[config.mk]
export PLATFORM = sky130hd
export DESIGN_NAME = cpu_16bit_load_stack_executor
export DESIGN_NICKNAME = d
export VERILOG_FILES = /design/src/hdl/c16ls_pkg.sv /design/src/hdl/cpu_16bit_load_stack_executor.sv /design/src/hdl/c16ls_exec.sv
export SDC_FILE = /design/constraint.sdc
export NUM_CORES = 1
export LEC_CHECK = 0
export BUFFER_PORTS_ARGS = -buffer_cell sky130_fd_sc_hd__buf_4
export CAP_MARGIN = 20
export CORE_AREA = 3 3 167 169
export DETAILED_ROUTE_END_ITERATION = 7
export DIE_AREA = 0 0 170 172
export MAX_ROUTING_LAYER = met4
export SETUP_SLACK_MARGIN = 0.2
export SKIP_LAST_GASP = 1
export SLEW_MARGIN = 5
export SYNTH_ARGS = -nofsm -noshare
export SYNTH_HDL_FRONTEND = slang
export SYNTH_SLANG_ARGS = --single-unit
[constraint.sdc]
create_clock -name clk -period 3.58 [get_ports clk]
set_input_delay 0.179 -clock clk [delete_from_list [all_inputs] [get_ports clk]]
set_output_delay 0.179 -clock clk [all_outputs]
set_load 0.05 [all_outputs]
[src/hdl/c16ls_pkg.sv]
`default_nettype none

package c16ls_pkg;

	// instruction codes
	localparam logic [3:0] OP_LD_BC     = 4'd0;
	localparam logic [3:0] OP_LD_DE     = 4'd1;
	localparam logic [3:0] OP_LD_HL     = 4'd2;
	localparam logic [3:0] OP_LD_SP     = 4'd3;
	localparam logic [3:0] OP_LD_NN_SP  = 4'd4;
	localparam logic [3:0] OP_PUSH_BC   = 4'd5;
	localparam logic [3:0] OP_PUSH_AF   = 4'd8;
	localparam logic [3:0] OP_POP_BC    = 4'd9;
	localparam logic [3:0] OP_POP_AF    = 4'd12;
	localparam logic [3:0] OP_LD_SP_HL  = 4'd13;

	// register file slots: B,C,D,E,H,L,A,F
	localparam logic [2:0] REG_H = 3'd4;
	localparam logic [2:0] REG_L = 3'd5;
	localparam logic [1:0] PAIR_AF = 2'd3;

	typedef struct packed {
		logic [7:0][7:0] regs;
		logic [15:0]     pc;
		logic [15:0]     sp;
		logic [15:0]     tmp;
	} arch_t;

	typedef struct packed {
		logic [15:0] addr;
		logic        rd;
		logic        wr;
		logic [7:0]  wb;
		logic        done;
	} result_t;

endpackage

`default_nettype wire

[src/hdl/cpu_16bit_load_stack_executor.sv]
// 16-bit load / stack group executor, one CPU machine cycle per request.
// Input channel (in_valid/in_ready) carries instr_code, cycle_index and the
// memory byte read in that cycle. Output channel (out_valid/out_ready) gives
// the bus access of the cycle, the done flag and PC, SP and the register
// pairs as they stand after the cycle.
// The request passes through the input register, then the result register.
// Throughput: one request per cycle while the receiver does not stall; the
// register file, PC and SP are updated in the same cycle that loads the
// result, so the next request sees them straight away.
// When the receiver stalls, the result and the architectural state hold and
// one further request is taken into the input register; in_ready drops once
// both stages are full.
// Reset clears both stage valids, all registers, PC, SP and the address
// latch to zero. Codes 14 and 15 give an idle cycle with no state change.
`default_nettype none

module cpu_16bit_load_stack_executor
	import c16ls_pkg::*;
(
	input  wire logic        clk,
	input  wire logic        arst_n,
	input  wire logic        in_valid,
	output logic             in_ready,
	input  wire logic [3:0]  instr_code,
	input  wire logic [2:0]  cycle_index,
	input  wire logic [7:0]  read_byte,
	output logic             out_valid,
	input  wire logic        out_ready,
	output logic [15:0]      bus_addr,
	output logic             bus_read,
	output logic             bus_write,
	output logic [7:0]       write_byte,
	output logic             finished,
	output logic [15:0]      prog_counter,
	output logic [15:0]      stack_ptr,
	output logic [15:0]      pair_bc,
	output logic [15:0]      pair_de,
	output logic [15:0]      pair_hl,
	output logic [15:0]      pair_af
);

	logic        valid_s1;
	logic [3:0]  instr_code_s1;
	logic [2:0]  cycle_index_s1;
	logic [7:0]  read_byte_s1;
	logic        valid_s2;
	result_t     res_s2;
	arch_t       arch_q;
	arch_t       arch_nxt;
	result_t     res_nxt;
	logic        s2_free;
	logic        adv;

	assign s2_free  = !valid_s2 || out_ready;
	assign adv      = valid_s1 && s2_free;
	assign in_ready = !valid_s1 || s2_free;

	c16ls_exec u_exec (
		.cur         (arch_q),
		.instr_code  (instr_code_s1),
		.cycle_index (cycle_index_s1),
		.read_byte   (read_byte_s1),
		.nxt         (arch_nxt),
		.res         (res_nxt)
	);

	always_ff @(posedge clk or negedge arst_n) begin
		if (!arst_n) begin
			valid_s1 <= 1'b0;
		end else if (in_ready) begin
			valid_s1 <= in_valid;
		end
	end

	always_ff @(posedge clk) begin
		if (in_ready && in_valid) begin
			instr_code_s1  <= instr_code;
			cycle_index_s1 <= cycle_index;
			read_byte_s1   <= read_byte;
		end
	end

	always_ff @(posedge clk or negedge arst_n) begin
		if (!arst_n) begin
			valid_s2 <= 1'b0;
			res_s2   <= '0;
			arch_q   <= '0;
		end else begin
			if (s2_free)
				valid_s2 <= valid_s1;
			if (adv) begin
				res_s2 <= res_nxt;
				arch_q <= arch_nxt;
			end
		end
	end

	assign out_valid    = valid_s2;
	assign bus_addr     = res_s2.addr;
	assign bus_read     = res_s2.rd;
	assign bus_write    = res_s2.wr;
	assign write_byte   = res_s2.wb;
	assign finished     = res_s2.done;
	assign prog_counter = arch_q.pc;
	assign stack_ptr    = arch_q.sp;
	assign pair_bc      = {arch_q.regs[0], arch_q.regs[1]};
	assign pair_de      = {arch_q.regs[2], arch_q.regs[3]};
	assign pair_hl      = {arch_q.regs[4], arch_q.regs[5]};
	assign pair_af      = {arch_q.regs[6], arch_q.regs[7]};

`ifndef SYNTHESIS
	a_no_rd_and_wr: assert property (@(posedge clk) disable iff (!arst_n)
		out_valid |-> !(bus_read && bus_write))
		else $error("read and write in the same cycle");

	a_wb_zero: assert property (@(posedge clk) disable iff (!arst_n)
		out_valid && !bus_write |-> write_byte == 8'd0)
		else $error("write byte set without a write");

	a_pc_on_done: assert property (@(posedge clk) disable iff (!arst_n)
		prog_counter != $past(prog_counter) |-> out_valid && finished)
		else $error("PC moved without a finishing cycle");

	a_state_hold: assert property (@(posedge clk) disable iff (!arst_n)
		out_valid && !out_ready |=> $stable(stack_ptr) && $stable(prog_counter)
			&& $stable(pair_af))
		else $error("state changed while result stalled");
`endif

endmodule

`default_nettype wire

[src/hdl/c16ls_exec.sv]
`default_nettype none

module c16ls_exec
	import c16ls_pkg::*;
(
	input  arch_t       cur,
	input  logic [3:0]  instr_code,
	input  logic [2:0]  cycle_index,
	input  logic [7:0]  read_byte,
	output arch_t       nxt,
	output result_t     res
);

	logic [3:0] push_off;
	logic [3:0] pop_off;
	logic [1:0] push_pair;
	logic [1:0] pop_pair;
	logic [1:0] ld_pair;

	assign push_off  = instr_code - OP_PUSH_BC;
	assign pop_off   = instr_code - OP_POP_BC;
	assign push_pair = push_off[1:0];
	assign pop_pair  = pop_off[1:0];
	assign ld_pair   = instr_code[1:0];

	always_comb begin
		nxt = cur;
		res = '0;
		case (instr_code) inside
			[OP_LD_BC:OP_LD_HL]: begin
				if (cycle_index == 3'd1) begin
					res.addr = cur.pc + 16'd1;
					res.rd   = 1'b1;
					nxt.regs[{ld_pair, 1'b1}] = read_byte;
				end else if (cycle_index >= 3'd2) begin
					if (cycle_index == 3'd2) begin
						res.addr = cur.pc + 16'd2;
						res.rd   = 1'b1;
						nxt.regs[{ld_pair, 1'b0}] = read_byte;
					end
					nxt.pc   = cur.pc + 16'd3;
					res.done = 1'b1;
				end
			end
			OP_LD_SP: begin
				if (cycle_index == 3'd1) begin
					res.addr = cur.pc + 16'd1;
					res.rd   = 1'b1;
					nxt.sp   = {cur.sp[15:8], read_byte};
				end else if (cycle_index >= 3'd2) begin
					if (cycle_index == 3'd2) begin
						res.addr = cur.pc + 16'd2;
						res.rd   = 1'b1;
						nxt.sp   = {read_byte, cur.sp[7:0]};
					end
					nxt.pc   = cur.pc + 16'd3;
					res.done = 1'b1;
				end
			end
			OP_LD_NN_SP: begin
				if (cycle_index == 3'd1) begin
					res.addr = cur.pc + 16'd1;
					res.rd   = 1'b1;
					nxt.tmp  = {8'd0, read_byte};
				end else if (cycle_index == 3'd2) begin
					res.addr = cur.pc + 16'd2;
					res.rd   = 1'b1;
					nxt.tmp  = {read_byte, cur.tmp[7:0]};
				end else if (cycle_index == 3'd3) begin
					res.addr = cur.tmp;
					res.wr   = 1'b1;
					res.wb   = cur.sp[7:0];
				end else if (cycle_index >= 3'd4) begin
					if (cycle_index == 3'd4) begin
						res.addr = cur.tmp + 16'd1;
						res.wr   = 1'b1;
						res.wb   = cur.sp[15:8];
					end
					nxt.pc   = cur.pc + 16'd3;
					res.done = 1'b1;
				end
			end
			[OP_PUSH_BC:OP_PUSH_AF]: begin
				if (cycle_index == 3'd2) begin
					nxt.sp   = cur.sp - 16'd1;
					res.addr = cur.sp - 16'd1;
					res.wr   = 1'b1;
					res.wb   = cur.regs[{push_pair, 1'b0}];
				end else if (cycle_index >= 3'd3) begin
					if (cycle_index == 3'd3) begin
						nxt.sp   = cur.sp - 16'd1;
						res.addr = cur.sp - 16'd1;
						res.wr   = 1'b1;
						res.wb   = cur.regs[{push_pair, 1'b1}];
					end
					nxt.pc   = cur.pc + 16'd1;
					res.done = 1'b1;
				end
			end
			[OP_POP_BC:OP_POP_AF]: begin
				if (cycle_index == 3'd1) begin
					res.addr = cur.sp;
					res.rd   = 1'b1;
					// low nibble of F always reads as zero
					nxt.regs[{pop_pair, 1'b1}] = (pop_pair == PAIR_AF) ?
						{read_byte[7:4], 4'd0} : read_byte;
					nxt.sp   = cur.sp + 16'd1;
				end else if (cycle_index >= 3'd2) begin
					if (cycle_index == 3'd2) begin
						res.addr = cur.sp;
						res.rd   = 1'b1;
						nxt.regs[{pop_pair, 1'b0}] = read_byte;
						nxt.sp   = cur.sp + 16'd1;
					end
					nxt.pc   = cur.pc + 16'd1;
					res.done = 1'b1;
				end
			end
			OP_LD_SP_HL: begin
				if (cycle_index >= 3'd1) begin
					if (cycle_index == 3'd1)
						nxt.sp = {cur.regs[REG_H], cur.regs[REG_L]};
					nxt.pc   = cur.pc + 16'd1;
					res.done = 1'b1;
				end
			end
			default: begin
				nxt = cur;
				res = '0;
			end
		endcase
	end

endmodule

`default_nettype wire

* After elaboration in Yosys (flattened, before gate mapping)
Cells that the tools add are included.
** Operators by class
- $add $sub $neg :: 8
- $lt $le $gt $ge :: 20
- Equality and inequality tests :: 36
- Mux-type cells :: 106
- Bitwise logic cells :: 2
- Reductions and logical operators :: 29
** Operators by type and width (count)
- 2-to-1 mux 16 bit :: 39
- 2-to-1 mux 64 bit :: 9
- bitwise mux 64 bit :: 4
- 2-to-1 mux 17 bit :: 7
- 2-to-1 mux 32 bit :: 3
- 2-to-1 mux 96 bit :: 1
- 2-to-1 mux 80 bit :: 1
- 2-to-1 mux 9 bit :: 8
- demux 8 bit (select 2 bit) :: 4
- adder 16 x 1 -> 16 bit, second input constant :: 3
- 2-to-1 mux 8 bit :: 6
- 2-to-1 mux 10 bit :: 4
- adder 16 x 2 -> 16 bit, second input constant :: 2
- binary-select mux 8 bit (select 2 bit) :: 2
- less-than comparator 3 x 4 -> 1 bit, second input constant :: 6
- != test 4 x 2 -> 1 bit, second input constant :: 6
- nonzero test 4 bit :: 6
- 2-to-1 mux 1 bit :: 17
- subtractor 16 x 1 -> 16 bit, second input constant :: 1
- greater-or-equal comparator 3 x 1 -> 1 bit, second input constant :: 5
- AND reduction 15 bit :: 1
- != test 2 bit, second input constant :: 7
- AND reduction 13 bit :: 1
- != test 6 x 3 -> 1 bit, second input constant :: 2
- other kinds (31) :: 56
** Storage, ports and cells
- Register bits after elaboration :: 156
- Output and inout port bits :: 125
- Logic and storage cells :: 224

* Depth between registers and ports, before layout
Gate-level depths: netlist of run 1.
- Depth in word-level cells :: 14
- Mapped depth :: 11
- Mapped depth without buffers :: 8

* Modules after synthesis
A second synthesis of run 1 with hierarchy kept.
** Unflattened totals
- Cells, all modules :: 1433
- Area, all modules :: 13655.6 µm²
** By module, submodules not included
- cpu_16bit_load_stack_executor :: instances 1, cells each 412, area each 6981.7 µm²
- c16ls_exec :: instances 1, cells each 1021, area each 6673.9 µm²

* Least setup slack after synthesis of run 1
OpenSTA, ideal clock, no wires.
- Path type :: reg2reg
- Start :: reg instr_code_s1[1]
- End :: reg arch_q, in the netlist stack_ptr[13]
- Library setup time :: 121 ps
- Arrival :: 2428 ps
- Required time :: 3459 ps
- Path slack :: 1031 ps
- Stages on the path, launching flop included :: 11
- Buffers on the path :: 2
- Period minus slack after synthesis :: 2549 ps
- Path through :: edfxtp_1 > inv_1 > ha_1 > buf_2 > nand3b_1 > a21bo_2 > a221oi_2 > o21ai_1 > or2_1 > buf_2 > a22o_1
** On the way
- Word-level cells in the longest chain between the ends :: 6
- Elaborated cells on any way between the ends :: 29
- Those cells by class :: order compare: 6; eq/ne: 11; mux: 4; bitwise: 1; reduce/logical: 7
** RTL lines
- from (decl) :: line cpu_16bit_load_stack_executor.sv:43 : logic [3:0] instr_code_s1;
- from (signal assigned) :: line cpu_16bit_load_stack_executor.sv:77 : instr_code_s1 <= instr_code;
- parallel branches: the longest is 6 deep, another holds greater-or-equal comparator 4 bit
- to (signal assigned) :: line cpu_16bit_load_stack_executor.sv:93 : arch_q <= arch_nxt;
- to (decl) :: line cpu_16bit_load_stack_executor.sv:48 : arch_t arch_q;
Several ways; the timed one is not identified. The select of a mux whose other input is x is not followed.
A chain may end at the register's enable or synchronous reset.

* Final worst setup path of run 1
Same ends and word-level chain as after synthesis.

==> results of run 1 <==
## Yosys cell counts, drive strengths merged, types with 10 or more instances
cell type | number | share of area, %
inv | 15 | 0.53
clkbuf | 57 | 2.0
a211oi | 10 | 0.76
edfxtp | 15 | 4.2
ha | 14 | 1.7
nand3 | 31 | 1.5
mux2i | 14 | 1.3
a21oi | 51 | 2.4
nor2 | 50 | 1.9
a22oi | 24 | 1.7
nand2 | 98 | 3.5
o21ai | 64 | 3.0
nor4 | 13 | 0.83
nor3 | 34 | 1.8
mux4 | 16 | 3.4
a22o | 14 | 1.2
nor3b | 10 | 0.71
buf | 123 | 8.2
o31ai | 26 | 1.9
dfrtp | 141 | 33
a31oi | 16 | 0.94
xnor2 | 28 | 2.3
mux2 | 60 | 6.4
xor2 | 15 | 1.2
nand4 | 20 | 1.2
o22ai | 23 | 1.4
## layout make-up
class	instances	share of cell area, %
Multi-Input combinational cell	775	45.2
Sequential cell	156	32.7
Timing Repair Buffer	204	13.1
Tap cell	341	3.51
Clock buffer	17	3.50
Clock inverter	15	1.54
Inverter	15	0.463
## kinds of logic after synthesis
group           after synthesis  share of synthesized area (%)
compound gates              296                           18.7
xor+xnor                     43                           3.55
fa+ha+maj                    15                           1.75
buf+inv                     195                           10.8
flops                       156                           37.5
mux                          90                           11.1
simple gates                331                           16.6
## state kept, by name (all words and copies together) (netlist names), 3 cells and up
signal / flops
pair_hl: 16
arch_q: 16
read_byte_s1: 8
prog_counter: 16
pair_bc: 16
cycle_index_s1: 3
write_byte: 8
instr_code_s1: 4
pair_de: 16
pair_af: 16
stack_ptr: 16
bus_addr: 16
## power by group through the flow
stage	registers (mW)	logic (mW)	clock network, mW
after global placement	2.62	3.15	0
after CTS	2.57	3.17	1.96
final	2.59	3.21	1.94
after global routing	2.63	3.39	2.04
after detailed placement	2.61	3.14	0
after floorplan	2.43	2.45	0
## layout by cell type (no fill, tap or decap), types with 15 or more instances in the layout
master         netlist  final
mux2_2              60     60
nand3_1             31     31
a21oi_1             51     51
o21ai_0             62     62
dfrtp_1            141    141
dlygate4sd3_1        0     17
o31ai_1             25     25
nand2_1             98     98
xnor2_1             28     28
a31oi_1             16     16
o22ai_1             23     23
nor2_1              48     47
nor3_1              29     29
buf_4               97    185
clkbuf_16            0     17
xor2_1              15     15
nand4_1             20     20
a22oi_1             24     24
mux4_2              16     16
edfxtp_1            15     15
## worst max-delay path by stage
stage | end | startpoint | depth (start not counted) | slack, ns
floorplan | stack_ptr[13]$_DFFE_PN0P_ | instr_code_s1[1]$_DFFE_PP_ | 10 | 1.03
global placement | stack_ptr[13]$_DFFE_PN0P_ | instr_code_s1[1]$_DFFE_PP_ | 8 | 0.64
detailed placement | prog_counter[8]$_DFFE_PN0P_ | instr_code_s1[1]$_DFFE_PP_ | 9 | 0.53
CTS | prog_counter[8]$_DFFE_PN0P_ | instr_code_s1[1]$_DFFE_PP_ | 9 | 0.52
global route | stack_ptr[0]$_DFFE_PN0P_ | instr_code_s1[1]$_DFFE_PP_ | 8 | 0.25
finish | stack_ptr[13]$_DFFE_PN0P_ | instr_code_s1[1]$_DFFE_PP_ | 8 | 0.47
## routing by layer
metal	routed length (um)	track usage, %
met1	16900	38.4
met2	17100	39.2
met3	3240	4.66
met4	643	5.64
met5	0	-
## tightest hold or removal path, cell delays in order
cell      delay (ns)
buf_4           0.08
nand3b_1        0.13
nand2b_1        0.06
## repair_timing
item                                    CTS  global route
endpoints found under the hold margin    73             0
endpoints found under the setup margin    0             1
hold buffers                             17             0
gates resized for setup                   0             1
==> metrics.md, run 1 <==
| Metric | Value |
|---|---|
| Pins over their slew limit | `0` |
| Hold Crit Depth | `3` |
| GPL Wtd Cong | `0.976` |
| Post-layout power | `7.74 mW` |
| Initial Util | `39.7%` |
| Hold wc startpoint | `out_ready` |
| LEAKAGE | `5.19 nW` |
| Reg-to-reg slack, setup | `0.47 ns` |
| Sw frac | `46.9%` |
| First-pass GRT wire length | `57400 um` |
| Detailed-route wire length | `37900 um` |
| Status | `finished, final reports clean` |
| Post-synthesis register bit count | `156` |
| R2R depth | `8` |
| Core Box Area | `26700 um^2` |
| Sequential cell area fraction in the yosys report | `37.5%` |
| Worst skew pair latency | `0.44 ns` |
| Vias | `9390` |
| Min Tclk post-route | `3.11 ns` |
| CP bufs+invs | `1` |
| CTS root buffer | `clkbuf_16` |
| Final worst slack | `0.472 ns` |
| Vias in the first global route | `9017` |
| Post-route antenna net violation count | `0` |
| I/O pins | `144` |
| Worst Path Required | `3.90 ns` |
| Site Rows | `60` |
| Post-DP Area | `11400 um^2` |
| Synth Net Count | `1159` |
| Filler instances | `2571` |
| Netlist Area Pre-Place | `10600 um^2` |
| CP Data Arrival Time | `3.43 ns` |
| Cell variety after synth | `79` |
| DP HPWL | `27300 um` |
| Crit-path max cell delay | `0.51 ns` |
| Num Clock Sinks | `156` |
| CTS tree | `built` |
| Hold Fails Final Rpt | `0` |
| CP Launch Type | `flip-flop` |
| RSZ-0062 raised after global routing | `false` |
| EDFF count, synth | `15` |
| Initial DRC Count | `1115` |
| Setup WS pre-CTS | `0.534 ns` |
| Setup tns final | `0 ns` |
| Die Wd | `170 um` |
| Synth Flop Type | `dfrtp_1` |
| Vias per inst | `6.17` |
| # Post-CTS Setup Buffers | `0` |
| Sequential power share | `33.5%` |
| Combinational share of power | `41.5%` |
| Worst-Margin Slew | `1.02 ns` |
| Layout Cells excl Fill | `1523` |
| Die H | `172 um` |
| Deepest clock path buffer count | `2` |
| Async SR Flop Fraction | `90.4%` |
| Nets | `1202` |
| Synth warnings | `0` |
| MaxCap Viol Count | `0` |
| Worst-path clk slew | `0.07 ns` |
| Diodes inserted | `0` |
| Final setup violation count | `0` |
| Synth-to-layout area growth | `14.7%` |
| Worst path cell trace | `inv_1 -> ha_1 -> nand2b_1 -> a21bo_2 -> a221oi_2 -> o21ai_1 -> or2_1 -> a22o_1` |
| Largest net degree at the start of global routing | `85` |
| Area of the multi-input gates | `5490 um^2` |
| Syn_area_per_cell | `9.42 um^2` |
| Crit path max-delay family | `compound AO/OA/AOI/OAI gates` |
| Hold Path End | `valid_s1$_DFFE_PN0N_` |
| Router iterations before antenna repair | `5` |
| Die area | `29200 um^2` |
| Placed insts | `1474` |
| Sequential standard cell area | `3980 um^2` |
| Clock buffer count from CTS | `17` |
| Overflow after GRT | `0` |
| H-tree Lvls | `4` |
| All-layer global routing usage | `26.5%` |
| Mapped Cells | `1126` |
| Clk pwr share | `25.1%` |
| Worst setup path class | `flip-flop to flip-flop` |
| Post-route cell area | `12200 um^2` |
| Port Buf Inserts | `143` |
| RR Startpoint | `instr_code_s1[1]$_DFFE_PP_` |
| Finished Core Util | `45.5%` |
| Pwr dens | `636 nW/um^2` |
| Relative slew slack | `32.0%` |
| Crit share post-route | `86.8%` |
| CP max FO | `12` |
| Skew final | `0.0160 ns` |
| Share of cells above drive strength 1 | `27.3%` |
| RR Endpoint | `stack_ptr[13]$_DFFE_PN0P_` |
| Peak VDD IR | `328 uV` |
| # DRC | `0` |
| Wire per inst | `24.9 um` |
| Peak Freq | `0.322 GHz` |
| Worst Setup End Kind | `flip-flop` |
| NetSw | `3.63 mW` |
| Initial antenna violation count | `0` |
| Worst min-delay path class | `input port to flip-flop` |
| Pint | `4.11 mW` |
| Hold slack | `0.0611 ns` |
| CP max-delay cell | `edfxtp_1` |
Power figures use the tool's default switching activity.
==> run 2: changes to the inputs <==
--- a/config.mk
+++ b/config.mk
@@ -9,2 +9,4 @@
 export CAP_MARGIN = 20
+export CELL_PAD_IN_SITES_DETAIL_PLACEMENT = 0
+export CELL_PAD_IN_SITES_GLOBAL_PLACEMENT = 1
 export CORE_AREA = 3 3 167 169
@@ -13,2 +15,3 @@
 export MAX_ROUTING_LAYER = met4
+export PLACE_DENSITY_LB_ADDON = 0.1
 export SETUP_SLACK_MARGIN = 0.2
==> constraint.sdc (replaced) <==
create_clock -name clk -period 3.73 [get_ports clk]
set_input_delay 0.1865 -clock clk [delete_from_list [all_inputs] [get_ports clk]]
set_output_delay 0.1865 -clock clk [all_outputs]
set_load 0.005 [all_outputs]
==> run 2 against run 1 <==
  * Global-route usage grew 1.0 points
  * Hold slack gained 0.013 ns
  * Power down 15%
  * Critical path depth unchanged
  * Count of clock-buffer cells in the layout unchanged
  * First-iteration DRC count is 14% lower
  * Design area decreased by 0.24%
  * Clock power fell by 6%
  * Die area unchanged
  * Non-clock buffer count fell by 4
  * Worst setup slack improved by 0.083 ns
  * Critical endpoint is now prog_counter[10]$_DFFE_PN0P_
  * Largest cell class unchanged
==> metrics.md, run 2 (synthesized netlist as in run 1, its figures left out) <==
| Metric | Value |
|---|---|
| Nets | `1198 (was 1202)` |
| Clock buffer count from CTS | `17 (unchanged)` |
| Finished Core Util | `45.4% (was 45.5%)` |
| Worst-path clk slew | `0.08 ns (was 0.07 ns)` |
| Initial Util | `39.7% (unchanged)` |
| Pint | `3.91 mW (was 4.11 mW)` |
| Worst min-delay path class | `input port to flip-flop (unchanged)` |
| CP max FO | `14 (was 12)` |
| Hold Crit Depth | `3 (unchanged)` |
| R2R depth | `8 (unchanged)` |
| Combinational share of power | `35.3% (was 41.5%)` |
| Core Box Area | `26700 um^2 (unchanged)` |
| Die Wd | `170 um (unchanged)` |
| Worst-Margin Slew | `1.04 ns (was 1.02 ns)` |
| Worst setup path startpoint | `instr_code_s1[0]$_DFFE_PP_ (was instr_code_s1[1]$_DFFE_PP_)` |
| Filler instances | `2624 (was 2571)` |
| Site Rows | `60 (unchanged)` |
| First-pass GRT wire length | `58700 um (was 57400 um)` |
| Sequential power share | `37.0% (was 33.5%)` |
| Die area | `29200 um^2 (unchanged)` |
| Share of cells above drive strength 1 | `27.0% (was 27.3%)` |
| Sw frac | `40.9% (was 46.9%)` |
| Worst Setup End Kind | `flip-flop (unchanged)` |
| CTS tree | `built (unchanged)` |
| RSZ-0062 raised after global routing | `false (unchanged)` |
| MaxCap Viol Count | `0 (unchanged)` |
| Status | `finished, final reports clean (unchanged)` |
| Peak Freq | `0.315 GHz (was 0.322 GHz)` |
| Overflow after GRT | `0 (unchanged)` |
| Largest net degree at the start of global routing | `98 (was 85)` |
| Reg-to-reg slack, setup | `0.55 ns (was 0.47 ns)` |
| Hold Fails Final Rpt | `0 (unchanged)` |
| CP Data Arrival Time | `3.49 ns (was 3.43 ns)` |
| Deepest clock path buffer count | `2 (unchanged)` |
| GPL Wtd Cong | `0.935 (was 0.976)` |
| DP HPWL | `29200 um (was 27300 um)` |
| Num Clock Sinks | `156 (unchanged)` |
| Wire per inst | `25.9 um (was 24.9 um)` |
| Detailed-route wire length | `39400 um (was 37900 um)` |
| Worst Path Required | `4.04 ns (was 3.90 ns)` |
| Worst skew pair latency | `0.44 ns (about the same)` |
| Post-layout power | `6.61 mW (was 7.74 mW)` |
| Relative slew slack | `30.1% (was 32.0%)` |
| Worst setup path class | `flip-flop to flip-flop (unchanged)` |
| Synth-to-layout area growth | `14.4% (was 14.7%)` |
| Router iterations before antenna repair | `6 (was 5)` |
| RR Endpoint | `prog_counter[10]$_DFFE_PN0P_ (was stack_ptr[13]$_DFFE_PN0P_)` |
| Most frequent cells in the layout | `181 x buf_4, 141 x dfrtp_1, 98 x nand2_1 (was 185 x buf_4, 141 x dfrtp_1, 98 x nand2_1)` |
| Vias in the first global route | `8800 (was 9017)` |
| Commonest non-fill, non-tap cell in the layout | `buf_4 (unchanged)` |
| All-layer global routing usage | `27.5% (was 26.5%)` |
| NetSw | `2.70 mW (was 3.63 mW)` |
| LEAKAGE | `5.17 nW (was 5.19 nW)` |
| Port Buf Inserts | `143 (unchanged)` |
| Post-DP Area | `11300 um^2 (was 11400 um^2)` |
| Final worst slack | `0.555 ns (was 0.472 ns)` |
| Peak VDD IR | `260 uV (was 328 uV)` |
| # Post-CTS Setup Buffers | `0 (unchanged)` |
| I/O pins | `144 (unchanged)` |
| Pwr dens | `545 nW/um^2 (was 636 nW/um^2)` |
| Crit path to | `prog_counter[10]$_DFFE_PN0P_ (was stack_ptr[13]$_DFFE_PN0P_)` |
| # DRC | `0 (unchanged)` |
| Vias | `9266 (was 9390)` |
| Min Tclk post-route | `3.18 ns (was 3.11 ns)` |
| Initial antenna violation count | `1 (was 0)` |
| Post-route antenna net violation count | `0 (unchanged)` |
| Final setup violation count | `0 (unchanged)` |
| RR Startpoint | `instr_code_s1[0]$_DFFE_PP_ (was instr_code_s1[1]$_DFFE_PP_)` |
| Setup tns final | `0 ns (unchanged)` |
| Hold wc startpoint | `out_ready (unchanged)` |
| Initial DRC Count | `961 (was 1115)` |
| Clk pwr share | `27.7% (was 25.1%)` |
| Die H | `172 um (unchanged)` |
| H-tree Lvls | `4 (unchanged)` |
| CTS root buffer | `clkbuf_16 (unchanged)` |
| Vias per inst | `6.10 (was 6.17)` |
| Post-route cell area | `12100 um^2 (was 12200 um^2)` |
| Crit share post-route | `85.1% (was 86.8%)` |
| CP Launch Type | `flip-flop (unchanged)` |
| Pins over their slew limit | `0 (unchanged)` |
| Setup WS pre-CTS | `0.573 ns (was 0.534 ns)` |
| Skew final | `0.0134 ns (was 0.0160 ns)` |
-- run 2: critical path: stages, from the launching register on --
cell,delay (ns)
edfxtp_1,0.46
buf_4,0.25
ha_1,0.32
and3b_1,0.30
nor3_2,0.06
nor4_1,0.76
nor2_1,0.43
and4b_1,0.33
xor2_1,0.13
-- run 2: metal layers --
| metal | vias to the layer above | GRT usage, % | routed length [um] |
|---|---|---|---|
| met1 | 4657 | 41.1 | 18900 |
| met2 | 392 | 40.3 | 17300 |
| met5 | - | - | 0 |
| met4 | 0 | 4.76 | 422 |
| li1 | 4179 | - | - |
| met3 | 38 | 3.96 | 2740 |
-- run 2: per-stage QoR --
stage | cells | hold WS (ns)
3_3_place_gp | 1470 | 0.354
5_1_grt | 1520 | 0.100
6_report | 1520 | 0.0740
4_1_cts | 1519 | 0.0701
2_1_floorplan | 1126 | -0.109
3_5_place_dp | 1470 | 0.352
-- run 2: layout make-up --
class	instances	area [um^2]	share of cell area [%]
diodes	1	2.50	0.0206
clock buffers	17	425	3.51
clock inverters	15	189	1.56
inverters	15	56.3	0.464
multi-input cells	775	5490	45.3
flip-flops and latches	156	3980	32.8
well taps	341	427	3.52
repair buffers	200	1560	12.9
-- run 2: worst min-delay path by stage --
stage	slack (ns)	end
finish	0.07	valid_s1$_DFFE_PN0N_
global route	0.10	valid_s1$_DFFE_PN0N_
global placement	0.35	prog_counter[4]$_DFFE_PN0P_
detailed placement	0.35	prog_counter[4]$_DFFE_PN0P_
CTS	0.07	valid_s1$_DFFE_PN0N_
floorplan	-0.11	arch_q[0]$_DFFE_PN0P_
-- run 2: timing repair --
action	in CTS	in global routing
hold buffers	17	0
resized for setup	0	0
hold endpoints to repair	112	0
-- run 2: power by group through the flow --
stage	combinational [mW]	sequential (mW)	clock (mW)
final	2.33	2.44	1.83
after global routing	2.52	2.47	1.94
after CTS	2.30	2.43	1.86
after detailed placement	2.28	2.46	0
after global placement	2.29	2.47	0
after floorplan	1.70	2.18	0
==> run 3: changes to the inputs <==
Settings changed: BUFFER_PORTS_ARGS -buffer_cell sky130_fd_sc_hd__buf_4 to not set, DONT_BUFFER_PORTS set to 1.
Clock period 3.73 ns to 3.8 ns, I/O delays scaled along.
==> run 3 against run 2 <==
  * Critical path depth up 2
  * Die area stayed put
  * Sequential share of layout area is 3.0 points higher
  * Worst setup slack better by 0.061 ns
  * Core utilization down 3.8 points
  * Wire length down 0.37%
  * Clock power about the same
  * Critical path type unchanged
  * Count of clock-buffer cells in the layout unchanged
  * Via count down 5.9%
  * Non-clock buffer count down 138
  * Power decreased by 6.0%
==> metrics.md, run 3 (synthesized netlist as in run 1, its figures left out) <==
| Metric | Value |
|---|---|
| Core Box Area | `26700 um^2 (unchanged)` |
| Deepest clock path buffer count | `2 (unchanged)` |
| Vias per inst | `6.31 (was 6.10)` |
| CP max-delay cell | `nor2_1 (was nor4_1)` |
| Largest net degree at the start of global routing | `142 (was 98)` |
| First-pass GRT wire length | `58000 um (was 58700 um)` |
| Sequential power share | `38.3% (was 37.0%)` |
| GPL Wtd Cong | `0.930 (was 0.935)` |
| Pint | `3.60 mW (was 3.91 mW)` |
| Detailed-route wire length | `39200 um (was 39400 um)` |
| Crit-path max cell delay | `0.56 ns (was 0.76 ns)` |
| Final setup violation count | `0 (unchanged)` |
| Worst Setup End Kind | `flip-flop (unchanged)` |
| Pins over their slew limit | `0 (unchanged)` |
| MaxCap Viol Count | `0 (unchanged)` |
| Hold Fails Final Rpt | `0 (unchanged)` |
| # DRC | `0 (unchanged)` |
| Pwr dens | `559 nW/um^2 (was 545 nW/um^2)` |
| Met3 Wirelength | `3080 um (was 2740 um)` |
| Num Clock Sinks | `156 (unchanged)` |
| Hold slack | `0.00575 ns (was 0.0740 ns)` |
| LEAKAGE | `4.45 nW (was 5.17 nW)` |
| CP max FO | `12 (was 14)` |
| Min Tclk post-route | `3.18 ns (about the same)` |
| CP Data Arrival Time | `3.54 ns (was 3.49 ns)` |
| Worst setup path class | `flip-flop to flip-flop (unchanged)` |
| Initial antenna violation count | `0 (was 1)` |
| Worst-path clk slew | `0.08 ns (about the same)` |
| Die area | `29200 um^2 (unchanged)` |
| Worst min-delay path class | `input port to flip-flop (unchanged)` |
| Wl on met1 | `18200 um (was 18900 um)` |
| Worst path cell trace | `inv_1 -> ha_1 -> nor2b_1 -> nor3b_1 -> buf_4 -> nor4_1 -> buf_4 -> nor2_1 -> nor4b_1 -> xor2_1 (was buf_4 -> ha_1 -> and3b_1 -> nor3_2 -> nor4_1 -> nor2_1 -> and4b_1 -> xor2_1)` |
| Commonest non-fill, non-tap cell in the layout | `dfrtp_1 (was buf_4)` |
| Post-route antenna net violation count | `0 (unchanged)` |
| Placed insts | `1330 (was 1470)` |
| Port Buf Inserts | `0 (was 143)` |
| Worst setup path startpoint | `instr_code_s1[0]$_DFFE_PP_ (unchanged)` |
| Most frequent cells in the layout | `141 x dfrtp_1, 97 x nand2_1, 62 x o21ai_0 (was 181 x buf_4, 141 x dfrtp_1, 98 x nand2_1)` |
| Clock buffer count from CTS | `17 (unchanged)` |
| Vias in the first global route | `8434 (was 8800)` |
| I/O pins | `144 (unchanged)` |
| Worst Path Required | `4.15 ns (was 4.04 ns)` |
| Sw frac | `42.1% (was 40.9%)` |
| CTS root buffer | `clkbuf_16 (unchanged)` |
| RR Startpoint | `instr_code_s1[0]$_DFFE_PP_ (unchanged)` |
| RR Endpoint | `prog_counter[14]$_DFFE_PN0P_ (was prog_counter[10]$_DFFE_PN0P_)` |
| Overflow after GRT | `0 (unchanged)` |
| RSZ-0062 raised after global routing | `false (unchanged)` |
| WL met2 | `17300 um (about the same)` |
| Synth-to-layout area growth | `4.83% (was 14.4%)` |
| Die Wd | `170 um (unchanged)` |
| Setup tns final | `0 ns (unchanged)` |
| Finished Core Util | `41.6% (was 45.4%)` |
| Peak VDD IR | `287 uV (was 260 uV)` |
| Crit path to | `prog_counter[14]$_DFFE_PN0P_ (was prog_counter[10]$_DFFE_PN0P_)` |
| R2R depth | `10 (was 8)` |
| Worst-Margin Slew | `1.07 ns (was 1.04 ns)` |
| Reg-to-reg slack, setup | `0.62 ns (was 0.55 ns)` |
| Most used cell, CP | `buf_4` |
| Wire per inst | `28.4 um (was 25.9 um)` |
| Die H | `172 um (unchanged)` |
| Status | `finished, final reports clean (unchanged)` |
| CP Launch Type | `flip-flop (unchanged)` |
| Crit share post-route | `83.8% (was 85.1%)` |
| Nets | `1060 (was 1198)` |
| Relative slew slack | `28.7% (was 30.1%)` |
| Initial Util | `39.7% (unchanged)` |
| Site Rows | `60 (unchanged)` |
| Clk pwr share | `29.2% (was 27.7%)` |
| H-tree Lvls | `4 (unchanged)` |
| Worst skew pair latency | `0.44 ns (about the same)` |
| Skew final | `0.0177 ns (was 0.0134 ns)` |
| Layout Cells excl Fill | `1382 (was 1520)` |
| DP HPWL | `28500 um (was 29200 um)` |
| All-layer global routing usage | `27.3% (was 27.5%)` |
| Vias | `8716 (was 9266)` |
| # Post-CTS Setup Buffers | `0 (unchanged)` |
| Router iterations before antenna repair | `5 (was 6)` |
| Peak Freq | `0.314 GHz (was 0.315 GHz)` |
| DR top layer | `met4 (unchanged)` |
| Initial DRC Count | `863 (was 961)` |
| Combinational share of power | `32.6% (was 35.3%)` |
| CTS tree | `built (unchanged)` |
| Share of cells above drive strength 1 | `17.4% (was 27.0%)` |
| NetSw | `2.61 mW (was 2.70 mW)` |
[run 3: worst max-delay path, delay by kind of cell, from the launching register on]
kind                       cells  cell delay, ns
DFF                            1            0.52
buffers and inverters          3            0.55
and+or+nand+nor                5            1.41
adders and majority gates      1            0.44
xor gates and xnor gates       1            0.19
[run 3: area by class of cell]
class,instances,area (um^2)
Inverter,15,56.3
Antenna cell,1,2.50
Sequential cell,156,3980
Tap cell,341,427
Timing Repair Buffer,62,538
Clock inverter,15,193
Fill cell,2644,15600
Clock buffer,17,425
Multi-Input combinational cell,775,5490
[run 3: how the worst min path moves through the flow]
stage          startpoint                            to  slack (ns)  depth (start not counted)
2_1_floorplan      arst_n         arch_q[0]$_DFFE_PN0P_       -0.11                          0
3_3_place_gp       arst_n  prog_counter[10]$_DFFE_PN0P_        -0.1                          0
3_5_place_dp       arst_n   prog_counter[2]$_DFFE_PN0P_        -0.1                          0
4_1_cts         out_ready          valid_s1$_DFFE_PN0N_       0.007                          2
5_1_grt         out_ready          valid_s1$_DFFE_PN0N_        0.03                          2
6_report        out_ready          valid_s1$_DFFE_PN0N_       0.006                          2
[run 3: repair_timing]
action | 4_1_cts | 5_1_grt
hold buffers | 18 | 0
gates resized for setup | 0 | 0
hold endpoints to repair | 157 | 0
endpoints found under the setup margin | 0 | 0
[run 3: metrics by stage]
stage          instance area [um^2]  setup WS, ns  power (mW)
2_1_floorplan                 10600          1.25        3.81
3_3_place_gp                  10300         0.718        4.38
3_5_place_dp                  10300         0.630        4.34
4_1_cts                       11100         0.623        6.21
5_1_grt                       11100         0.273        6.51
6_report                      11100         0.616        6.21
[run 3: power groups by stage]
| stage | Combinational, mW | Sequential [mW] | Clock [mW] |
|---|---|---|---|
| after floorplan | 1.66 | 2.14 | 0 |
| after global placement | 1.97 | 2.41 | 0 |
| after detailed placement | 1.93 | 2.41 | 0 |
| after CTS | 1.99 | 2.38 | 1.84 |
| after global routing | 2.19 | 2.42 | 1.90 |
| final | 2.02 | 2.38 | 1.81 |
[run 3: layer usage]
layer	global-route usage, %	up-vias
met5	-	-
met4	5.36	0
met3	5.37	45
met2	39.8	379
met1	39.8	4391
li1	-	3901
